File: src/hw/rtl/i2cdbw_pkg.sv
// Shared types and constants for the I2C display byte writer.
// Holds phase codes, tick-state and result structs. No dependencies.
`timescale 1ns / 1ps
package i2cdbw_pkg;

    localparam logic [2:0] PH_IDLE     = 3'd0;
    localparam logic [2:0] PH_START    = 3'd1;
    localparam logic [2:0] PH_BIT      = 3'd2;
    localparam logic [2:0] PH_ACK_REL  = 3'd3;
    localparam logic [2:0] PH_ACK_POLL = 3'd4;
    localparam logic [2:0] PH_ACK_END  = 3'd5;
    localparam logic [2:0] PH_STOP     = 3'd6;

    localparam logic [7:0] CTRL_CMD      = 8'h00;
    localparam logic [7:0] CTRL_DATA     = 8'h40;
    localparam logic [7:0] ADDR_RESET    = 8'h78;
    localparam logic [7:0] TIMEOUT_RESET = 8'd200;

    localparam logic [1:0] BYTE_ADDR = 2'd0;
    localparam logic [1:0] BYTE_CTRL = 2'd1;
    localparam logic [1:0] BYTE_LAST = 2'd2;

    localparam int CFG_INDEX_W = 8;
    localparam logic [CFG_INDEX_W-1:0] REG_DEVICE_ADDRESS = 8'd0;
    localparam logic [CFG_INDEX_W-1:0] REG_ACK_TIMEOUT    = 8'd1;

    typedef struct packed {
        logic [2:0] phase;
        logic [1:0] byte_index;
        logic [2:0] bit_index;
        logic [1:0] tick_in_bit;
        logic [7:0] shift_byte;
        logic [7:0] wait_count;
        logic [7:0] held_payload;
        logic       held_is_data;
        logic       nack_flag;
        logic       scl;
        logic       sda;
    } tick_state_t;

    typedef struct packed {
        logic scl_level;
        logic sda_level;
        logic busy_res;
        logic nack_seen;
        logic done_res;
    } tick_result_t;

    typedef struct packed {
        logic [7:0] device_address;
        logic [7:0] ack_timeout;
    } cfg_t;

    localparam tick_state_t STATE_RESET = '{
        phase: PH_IDLE, byte_index: 2'd0, bit_index: 3'd0, tick_in_bit: 2'd0,
        shift_byte: 8'd0, wait_count: 8'd0, held_payload: 8'd0,
        held_is_data: 1'b0, nack_flag: 1'b0, scl: 1'b1, sda: 1'b1
    };

endpackage

File: src/hw/rtl/i2cdbw_cfg_regs.sv
// Configuration register file: device address and ack timeout.
// Depends on i2cdbw_pkg.
`timescale 1ns / 1ps
module i2cdbw_cfg_regs
    import i2cdbw_pkg::*;
(
    input  logic                   aclk,
    input  logic                   aresetn,
    input  logic                   cfg_valid,
    input  logic [CFG_INDEX_W-1:0] cfg_index,
    input  logic [7:0]             cfg_data,
    output cfg_t                   cfg
);

    cfg_t cfg_reg;
    cfg_t cfg_next;

    always_comb begin
        cfg_next = cfg_reg;
        if (cfg_valid) begin
            case (cfg_index)
                REG_DEVICE_ADDRESS: cfg_next.device_address = cfg_data;
                REG_ACK_TIMEOUT:    cfg_next.ack_timeout    = cfg_data;
                default:            cfg_next = cfg_reg;  // drop unknown index
            endcase
        end
    end

    always_ff @(posedge aclk) begin
        if (!aresetn) begin
            cfg_reg.device_address <= ADDR_RESET;
            cfg_reg.ack_timeout    <= TIMEOUT_RESET;
        end else begin
            cfg_reg <= cfg_next;
        end
    end

    assign cfg = cfg_reg;

endmodule

File: src/hw/rtl/i2cdbw_tick_step.sv
// Combinational next-tick logic of the I2C write sequencer.
// Depends on i2cdbw_pkg.
`timescale 1ns / 1ps
module i2cdbw_tick_step
    import i2cdbw_pkg::*;
(
    input  tick_state_t  cur,
    input  cfg_t         cfg,
    input  logic         start_request,
    input  logic         is_data,
    input  logic [7:0]   payload,
    input  logic         sda_in,
    output tick_state_t  nxt,
    output tick_result_t res
);

    function automatic logic [7:0] pick_byte(input logic [1:0] idx, input logic held_data,
                                             input logic [7:0] held_pl,
                                             input logic [7:0] addr);
        logic [7:0] b;
        case (idx)
            BYTE_ADDR: b = addr;
            BYTE_CTRL: b = held_data ? CTRL_DATA : CTRL_CMD;
            default:   b = held_pl;
        endcase
        return b;
    endfunction

    tick_state_t st;
    logic [2:0]  ph;
    logic        busy;
    logic        done;

    always_comb begin
        st   = cur;
        busy = 1'b1;
        done = 1'b0;
        ph   = (cur.phase > PH_STOP) ? PH_IDLE : cur.phase;

        if (ph == PH_IDLE) begin
            if (start_request) begin
                st.held_is_data = is_data;
                st.held_payload = payload;
                st.nack_flag    = 1'b0;
                st.byte_index   = BYTE_ADDR;
                st.tick_in_bit  = 2'd0;
                st.wait_count   = 8'd0;
                ph              = PH_START;
            end else begin
                busy   = 1'b0;
                st.scl = 1'b1;
                st.sda = 1'b1;
            end
        end
        st.phase = ph;

        case (ph)
            PH_IDLE: begin
            end
            PH_START: begin
                // first start tick keeps the previous SCL level
                case (st.tick_in_bit)
                    2'd0:    st.sda = 1'b1;
                    2'd1:    begin st.scl = 1'b1; st.sda = 1'b1; end
                    2'd2:    begin st.scl = 1'b1; st.sda = 1'b0; end
                    default: begin st.scl = 1'b0; st.sda = 1'b0; end
                endcase
                if (st.tick_in_bit == 2'd3) begin
                    st.byte_index  = BYTE_ADDR;
                    st.shift_byte  = cfg.device_address;
                    st.bit_index   = 3'd0;
                    st.tick_in_bit = 2'd0;
                    st.phase       = PH_BIT;
                end else begin
                    st.tick_in_bit = st.tick_in_bit + 2'd1;
                end
            end
            PH_BIT: begin
                // MSB first: bit 7 - bit_index, which is ~bit_index at three bits
                st.sda = st.shift_byte[~st.bit_index];
                st.scl = (st.tick_in_bit == 2'd1);
                if (st.tick_in_bit >= 2'd2) begin
                    st.tick_in_bit = 2'd0;
                    if (st.bit_index == 3'd7) begin
                        st.bit_index = 3'd0;
                        st.phase     = PH_ACK_REL;
                    end else begin
                        st.bit_index = st.bit_index + 3'd1;
                    end
                end else begin
                    st.tick_in_bit = st.tick_in_bit + 2'd1;
                end
            end
            PH_ACK_REL: begin
                st.scl        = 1'b0;
                st.sda        = 1'b1;
                st.wait_count = 8'd0;
                st.phase      = PH_ACK_POLL;
            end
            PH_ACK_POLL: begin
                st.scl = 1'b1;
                st.sda = 1'b1;
                if (!sda_in) begin
                    st.phase = PH_ACK_END;
                end else if (st.wait_count >= cfg.ack_timeout) begin
                    st.nack_flag = 1'b1;
                    st.phase     = PH_ACK_END;
                end else begin
                    st.wait_count = st.wait_count + 8'd1;
                end
            end
            PH_ACK_END: begin
                st.scl = 1'b0;
                st.sda = 1'b1;
                if (st.byte_index >= BYTE_LAST) begin
                    st.tick_in_bit = 2'd0;
                    st.phase       = PH_STOP;
                end else begin
                    st.byte_index  = st.byte_index + 2'd1;
                    st.shift_byte  = pick_byte(st.byte_index, st.held_is_data,
                                               st.held_payload, cfg.device_address);
                    st.bit_index   = 3'd0;
                    st.tick_in_bit = 2'd0;
                    st.phase       = PH_BIT;
                end
            end
            default: begin
                // stop condition
                case (st.tick_in_bit)
                    2'd0:    begin st.scl = 1'b0; st.sda = 1'b0; end
                    2'd1:    begin st.scl = 1'b1; st.sda = 1'b0; end
                    default: begin st.scl = 1'b1; st.sda = 1'b1; end
                endcase
                if (st.tick_in_bit >= 2'd2) begin
                    done           = 1'b1;
                    st.tick_in_bit = 2'd0;
                    st.byte_index  = BYTE_ADDR;
                    st.phase       = PH_IDLE;
                end else begin
                    st.tick_in_bit = st.tick_in_bit + 2'd1;
                end
            end
        endcase
    end

    assign nxt           = st;
    assign res.scl_level = st.scl;
    assign res.sda_level = st.sda;
    assign res.busy_res  = busy;
    assign res.nack_seen = st.nack_flag;
    assign res.done_res  = done;

endmodule

File: src/hw/rtl/i2c_display_byte_writer.sv
// Top level of the I2C display byte writer: tick state and result registers.
// Depends on i2cdbw_pkg, i2cdbw_cfg_regs and i2cdbw_tick_step.
//
//   channel | direction | handshake          | payload
//   s_      | in        | s_valid / s_ready  | start_request, is_data, payload, sda_in
//   m_      | out       | m_valid / m_ready  | scl_level, sda_level, busy_res,
//           |           |                    | nack_seen, done_res
//   cfg_    | in        | cfg_valid/cfg_ready| cfg_index, cfg_data
//
// One tick is accepted per cycle unless a stalled result blocks it; its result is
// registered when the tick is taken, in the same cycle that the tick state updates.
// A stalled result holds; a new tick is still taken in the cycle the held
// result leaves. Configuration writes are always taken.
// Reset (aresetn low, synchronous) sets the sequencer idle with SCL and SDA high.
`timescale 1ns / 1ps
module i2c_display_byte_writer
    import i2cdbw_pkg::*;
(
    input  logic                   aclk,
    input  logic                   aresetn,

    input  logic                   s_valid,
    output logic                   s_ready,
    input  logic                   s_start_request,
    input  logic                   s_is_data,
    input  logic [7:0]             s_payload,
    input  logic                   s_sda_in,

    output logic                   m_valid,
    input  logic                   m_ready,
    output logic                   m_scl_level,
    output logic                   m_sda_level,
    output logic                   m_busy_res,
    output logic                   m_nack_seen,
    output logic                   m_done_res,

    input  logic                   cfg_valid,
    output logic                   cfg_ready,
    input  logic [CFG_INDEX_W-1:0] cfg_index,
    input  logic [7:0]             cfg_data
);

    cfg_t         cfg;
    tick_state_t  state_reg;
    tick_state_t  state_next;
    tick_result_t res_reg;
    tick_result_t res_next;
    logic         m_valid_reg;
    logic         in_fire;

    assign cfg_ready = 1'b1;

    i2cdbw_cfg_regs u_cfg_regs (
        .aclk      (aclk),
        .aresetn   (aresetn),
        .cfg_valid (cfg_valid),
        .cfg_index (cfg_index),
        .cfg_data  (cfg_data),
        .cfg       (cfg)
    );

    i2cdbw_tick_step u_tick_step (
        .cur           (state_reg),
        .cfg           (cfg),
        .start_request (s_start_request),
        .is_data       (s_is_data),
        .payload       (s_payload),
        .sda_in        (s_sda_in),
        .nxt           (state_next),
        .res           (res_next)
    );

    assign s_ready = !m_valid_reg || m_ready;
    assign in_fire = s_valid && s_ready;

    always_ff @(posedge aclk) begin
        if (!aresetn) begin
            state_reg   <= STATE_RESET;
            m_valid_reg <= 1'b0;
        end else begin
            if (in_fire) begin
                state_reg <= state_next;
            end
            if (s_ready) begin
                m_valid_reg <= s_valid;
            end
        end
    end

    // result payload: load on every taken tick, hold otherwise
    always_ff @(posedge aclk) begin
        if (in_fire) begin
            res_reg <= res_next;
        end
    end

    assign m_valid     = m_valid_reg;
    assign m_scl_level = res_reg.scl_level;
    assign m_sda_level = res_reg.sda_level;
    assign m_busy_res  = res_reg.busy_res;
    assign m_nack_seen = res_reg.nack_seen;
    assign m_done_res  = res_reg.done_res;

endmodule

File: config.mk
export PLATFORM = sky130hd
export DESIGN_NAME = i2c_display_byte_writer
export DESIGN_NICKNAME = d
export VERILOG_FILES = /design/src/hw/rtl/i2cdbw_pkg.sv /design/src/hw/rtl/i2cdbw_cfg_regs.sv /design/src/hw/rtl/i2cdbw_tick_step.sv /design/src/hw/rtl/i2c_display_byte_writer.sv
export SDC_FILE = /design/constraint.sdc
export NUM_CORES = 1
export LEC_CHECK = 0
export BUFFER_PORTS_ARGS = -buffer_cell sky130_fd_sc_hd__buf_2
export CORE_MARGIN = 2
export CORE_UTILIZATION = 30
export DETAILED_ROUTE_END_ITERATION = 7
export GPL_TIMING_DRIVEN = 0
export PLACE_DENSITY = 0.53
export SLEW_MARGIN = 20
export SYNTH_ARGS = -nofsm -noshare
export SYNTH_HDL_FRONTEND = slang
export SYNTH_SLANG_ARGS = --single-unit
File: constraint.sdc
create_clock -name aclk -period 3.1 [get_ports aclk]
set_clock_uncertainty 0.2 [all_clocks]
set_input_delay 0.31 -clock aclk [delete_from_list [all_inputs] [get_ports aclk]]
set_output_delay 0.31 -clock aclk [all_outputs]
set_load 0.05 [all_outputs]
Yosys cells after proc, flatten, opt, wreduce, memory -nomap -nowiden
Cells that the tools add are included.
W data, S select, Z words.
{"block": "op_classes", "n_mux": 45, "add_sub_neg": 4, "order_cmp": 5, "n_reduce_logical": 20, "bitwise_logic": 1, "n_eq_ne": 14}
{"cell": "$pmux W8 S2", "n": 3}
{"cell": "$mux W8", "n": 5}
{"cell": "$mux W3", "n": 10}
{"cell": "$mux W20", "n": 1}
{"cell": "$mux W18", "n": 1}
{"cell": "$pmux W3 S6", "n": 1}
{"cell": "$mux W2", "n": 7}
{"cell": "$pmux W2 S3", "n": 2}
{"cell": "$mux W5", "n": 2}
{"cell": "$pmux W2 S5", "n": 1}
{"cell": "$eq A3 B3 Y1 const B", "n": 3}
{"cell": "$pmux W3 S3", "n": 1}
{"cell": "$add A8 B1 Y8 const B", "n": 1}
{"cell": "$eq A8 B1 Y1 const B", "n": 1}
{"cell": "$ge A8 B8 Y1", "n": 1}
{"cell": "$logic_not A8 Y1", "n": 1}
{"cell": "$mux W1", "n": 7}
{"cell": "$mux W7", "n": 1}
{"cell": "$eq A3 B2 Y1 const B", "n": 2}
{"cell": "$logic_not A3 Y1", "n": 2}
{"cell": "$reduce_or A2 Y1", "n": 3}
{"cell": "$reduce_or A6 Y1", "n": 1}
{"cell": "$reduce_and A5 Y1", "n": 1}
{"cell": "$add A2 B1 Y2 const B", "n": 2}
{"cell": "other kinds (23)", "n": 29}
{"block": "totals", "out_inout_bits": 8, "elab_cells": 108, "in_bits": 32, "ff_bits": 60}

Depth between registers and ports, before layout
{"block": "logic_depth", "word_depth": 9, "depth_mapped": 14}

Hierarchy
A second synthesis with hierarchy kept.
{"block": "unflattened", "hier_cells": 492, "area_unflattened_um2": 4101.4}
{"mod": "i2c_display_byte_writer", "cells_per_inst": 177, "n_inst": 1, "area_per_inst_um2": 1719.1, "seq_area_each_um2": 930.9}
{"mod": "i2cdbw_tick_step", "cells_per_inst": 245, "n_inst": 1, "area_per_inst_um2": 1706.6, "seq_area_each_um2": 0.0}
{"mod": "i2cdbw_cfg_regs", "cells_per_inst": 70, "n_inst": 1, "area_per_inst_um2": 675.6, "seq_area_each_um2": 320.3}

Least setup slack after synthesis
Ideal clock, no wire load.
{"block": "synth_path", "path_type": "reg-to-reg", "start": "reg state_reg[36] (netlist name)", "end": "reg state_reg[18] (netlist name)", "required_ps": 2771, "n_path_buf": 3, "arrival_ps": 2606, "setup_slack_ps": 166, "stages_incl_launch_ff": 14, "path_cell_list": "dfxtp_1 buf_6 and3_4 o21ai_4 clkbuf_1 nand2_1 ha_1 nand2b_1 a2111oi_2 or4_4 and2_4 buf_6 a32oi_1 nand2_1"}
{"block": "synth_between", "elab_chain_cells": 8, "word_cells_on_any_way": 13, "cone_classes": "1 x add/sub; 2 x order compare; 2 x eq/ne; 7 x mux; 1 x reduce/logical"}
{"item": "start, declared", "line_no": "i2c_display_byte_writer.sv:44", "rtl": "tick_state_t state_reg;"}
{"item": "start signal, assigned", "line_no": "i2c_display_byte_writer.sv:82", "rtl": "state_reg <= state_next;"}
{"item": "$gt A3 B3 Y1", "line_no": "i2cdbw_tick_step.sv:38", "rtl": "ph = (cur.phase > PH_STOP) ? PH_IDLE : cur.phase;"}
{"item": "$mux W3 *", "line_no": "i2cdbw_tick_step.sv:38"}
{"item": "$logic_not A3 Y1", "line_no": "i2cdbw_tick_step.sv:40", "rtl": "if (ph == PH_IDLE) begin"}
{"item": "$mux W20", "line_no": "i2cdbw_tick_step.sv:40"}
{"item": "$add A8 B1 Y8 / $ge A8 B8 Y1 (equally long branches)", "line_no": "i2cdbw_tick_step.sv:109, i2cdbw_tick_step.sv:105"}
{"item": "$mux W8", "line_no": "i2cdbw_tick_step.sv:105", "rtl": "end else if (st.wait_count >= cfg.ack_timeout) begin"}
{"item": "$mux W8", "line_no": "i2cdbw_tick_step.sv:103", "rtl": "if (!sda_in) begin"}
{"item": "$pmux W8 S2 *", "line_no": "i2cdbw_tick_step.sv:57", "rtl": "case (ph)"}
Every way passes the cells marked *; elsewhere a longest branch is shown, timed or not.
A chain may end at the register's enable or synchronous reset.

Worst setup path after layout
{"block": "layout_path", "start": "reg state_reg[37] (netlist name)", "end": "reg state_reg[18] (netlist name)"}
The elaborated chain is that of the path after synthesis.

==> metrics.md <==
| Metric | Value |
|---|---|
| Status | finished, final reports clean |
| Setup slack, reg-to-reg | 0.12 ns |
| Leakage | 0.00175 µW |
| Port buffer count | 38 |
| Final setup margin | 0.118 ns |
| Die area | 12,700 µm² |
| MaxCap Viol Count | 0 |
| Hold Path Class | in -> reg |
| Final setup fails | 0 |
| Vias in the first global route | 3,068 |
| CTS Root Cell | clkbuf_16 |
| Final Cycle Share | 96.2% |
| Pwr Density | 478 nW/µm² |
| Initial Utilization | 31.0% |
| Minimum clock period | 2.98 ns |
| Hold path cells | 3 |
| First-pass GRT wire length | 15.8 mm |
| Non-filler cells, final | 637 |
| DP Worst Slack | -0.447 ns |
| Fin. max-slew vios | 0 |
| Clk buf depth | 2 |
| Fmax | 335 MHz |
| Post-synth EDFFs | 5 |
| I/O pin count | 40 |
| DIE HEIGHT | 113 µm |
| Req. time, crit path | 3.10 ns |
| FP Rows | 39 |
| Core footprint | 11,500 µm² |
| Drc violations | 0 |
| CP Class | reg -> reg |
| Cell variety after synth | 68 |
| Placer Congestion | 0.876 |
| DR iter-0 viols | 166 |
| Largest net degree at the start of global routing | 14 |
| Number of diodes | 0 |
| Remaining antenna violation count | 0 |
| CP Capture Point | state_reg[18] |
| Drt via density | 5.09 |
| Asr flop ratio synth | 0% |
| Bufs and invs on worst path | 3 |
| Path depth of the worst reg2reg path | 12 |
| Layout cell share with drive strength beyond 1 | 20.6% |
| Syn nets | 488 |
| Nets | 541 |
| Ys Warns | 0 |
| Max FFs per register | 37 |
| CTS H-tree lvls | 3 |
| Netlist Area Pre-Place | 3550 µm² |
| Avg Inst Size Synth | 8.14 µm² |
| Launching point of the worst reg2reg path | state_reg[37] |
| Worst path most repeated cell | buf_6 |
| Clk_lat worst skew | 0.32 ns |
| Post-Place Cells | 617 |
| Most common flop cell mapped by yosys | dfxtp_1 |
| Peak fanout along the critical path | 10 |
| Setup TNS | 0 ns |
| GR Util All Layers | 15.7% |
| CTS tree | yes |
| Post-synthesis sequential area ratio | 34.7% |
| Layout area overhead | 20.8% |
| Clock transition at path regs | 0.05 ns |
| Initial antenna violation count | 0 |
| Hold-fix buffers, CTS | 0 |
| Fin. Hold Viols | 0 |
| Crit path max-delay family | simple AND/OR/NAND/NOR gates |
| CP startpoint | state_reg[37] |
| Grt ovf | 0 |
| Slowest cell on the critical path | or4_4 |
| DR WL/cell | 15.3 µm |
| Clock sinks | 59 |
| VDD IR max | 0.297 mV |
| Worst path depth | 12 |
| Slew @ Worst Pin | 0.707 ns |
| Terminus of the critical flop-to-flop path | state_reg[18] |
| Final HPWL DP | 7.16 mm |
| Crit path DAT | 2.98 ns |
| Mapped Cells | 436 |
| Via Count | 3,244 |
| Critical path launch point type | flip-flop |
| Critical path cell sequence | buf_6, nor3_4, o21ai_4, buf_6, and2_4, ha_1, a2111oi_2, or4_4, and2_4, buf_6, a32oi_1, nand2_1 |
| Total CTS buffers | 9 |
| Delay of the slowest cell on the worst path | 0.56 ns |
| DIE WIDTH | 113 µm |
| WL final | 9.73 mm |
| Slew headroom | 52.9% |
| Pwr Total | 2050 µW |
| TritonRoute pass-1 iters | 5 |
| Worst setup EP type | flip-flop |
| Register bit total from synthesis | 59 |
| Final core utilization | 37.4% |
| RSZ-0062 raised after global routing | no |
==> timing repair <==
item / in CTS / in global routing
endpoints found under the setup margin: 24 / 19
pin swaps: 2 / 4
setup buffers: 2 / 3
resized for setup: 5 / 10
==> worst register-to-register path, stage by stage (launching register included) <==
cell and delay [ns]:
dfxtp_1 0.33, buf_6 0.15, nor3_4 0.27, o21ai_4 0.10
buf_6 0.16, and2_4 0.19, ha_1 0.29, a2111oi_2 0.07
or4_4 0.56, and2_4 0.16, buf_6 0.13, a32oi_1 0.18
nand2_1 0.07
==> layout by cell type (no fill, tap or decap), types with 3 or more instances in the layout <==
| cell type | instances |
|---|---|
| a211oi_1 | 7 |
| a21oi_1 | 48 |
| a31oi_1 | 5 |
| and2_1 | 5 |
| and2_4 | 3 |
| and3_1 | 5 |
| buf_2 | 43 |
| buf_4 | 8 |
| buf_6 | 5 |
| clkbuf_1 | 9 |
| clkbuf_16 | 10 |
| dfxtp_1 | 54 |
| edfxtp_1 | 5 |
| ha_1 | 19 |
| inv_1 | 20 |
| inv_2 | 3 |
| mux2i_1 | 20 |
| nand2_1 | 74 |
| nand2b_1 | 6 |
| nand3_1 | 12 |
| nand4_1 | 4 |
| nor2_1 | 35 |
| nor2_2 | 3 |
| nor3_1 | 6 |
| nor4_1 | 3 |
| o21ai_0 | 15 |
| o21ai_1 | 6 |
| o311ai_1 | 3 |
==> kinds of logic after synthesis <==
family	synth area share (%)
buffers and inverters	5.99
flip-flops	34.7
multiplexers	7.23
other	0.106
AND/OR/NAND/NOR	23.7
adder cells (fa/ha/maj)	7.05
AO/OA/AOI/OAI	21.2
==> where the power goes <==
| part | internal, µW | total [µW] | switching, µW | leakage (µW) |
|---|---|---|---|---|
| sequential | 791 | 802 | 11.5 | 0.000485 |
| clock | 614 | 973 | 360 | 0.000140 |
| combinational | 97.5 | 276 | 179 | 0.00112 |
==> Yosys cell counts, types with 3 or more instances <==
master,n,share of area [%]
a21oi_1,49,6.9
and3_1,5,0.88
nor2_1,35,3.7
nor2_2,3,0.53
buf_4,6,1.3
o21ai_0,15,2.1
clkbuf_1,9,0.95
o21ai_1,6,0.85
buf_2,5,0.70
a31oi_1,5,0.88
mux2i_1,20,5.6
nand2_1,76,8.0
inv_1,20,2.1
and2_1,6,1.1
dfxtp_1,54,30
a211oi_1,7,1.5
nand2b_1,6,1.1
nand4_1,4,0.70
inv_2,3,0.32
nor3_1,6,0.85
ha_1,20,7.0
nand3_1,12,1.7
nor4_1,3,0.53
edfxtp_1,5,4.2
==> metrics by stage <==
stage	area (µm²)	hold slack, ns
4_1_cts	4240	0.0101
2_1_floorplan	3550	0.235
3_3_place_gp	3920	0.244
3_5_place_dp	3920	0.247
5_1_grt	4290	0.0260
6_report	4290	0.0181
==> area by class of cell <==
type	count	area, µm²
fill	1180	7180
timing repair buffer	43	231
multi-input combinational	332	2130
inverter	23	86.3
tap	143	179
buffer	21	130
sequential	59	1230
clock inverter	4	32.5
clock buffer	12	268
==> worst min path at each step <==
stage	from	to	slack (ns)
after floorplan	cfg_data[3]	u_cfg_regs.cfg[3]	0.24
after global routing	cfg_data[3]	u_cfg_regs.cfg[11]	0.03
after global placement	state_reg[7]	state_reg[7]	0.24
after detailed placement	state_reg[8]	state_reg[8]	0.25
final	cfg_data[3]	u_cfg_regs.cfg[3]	0.02
after CTS	cfg_data[3]	u_cfg_regs.cfg[3]	0.01
==> per-layer routing <==
layer / wire length (µm) / share of wire [%] / up-vias / GRT usage, %
met2: 4590 / 47 / 69 / 25.1
met1: 4650 / 48 / 1512 / 21.3
li1: - / - / 1659 / -
met3: 415 / 4.3 / 4 / 3.75
met5: 0 / 0 / - / 0
met4: 63 / 0.65 / 0 / 3.98
Power figures use the tool's default switching activity.
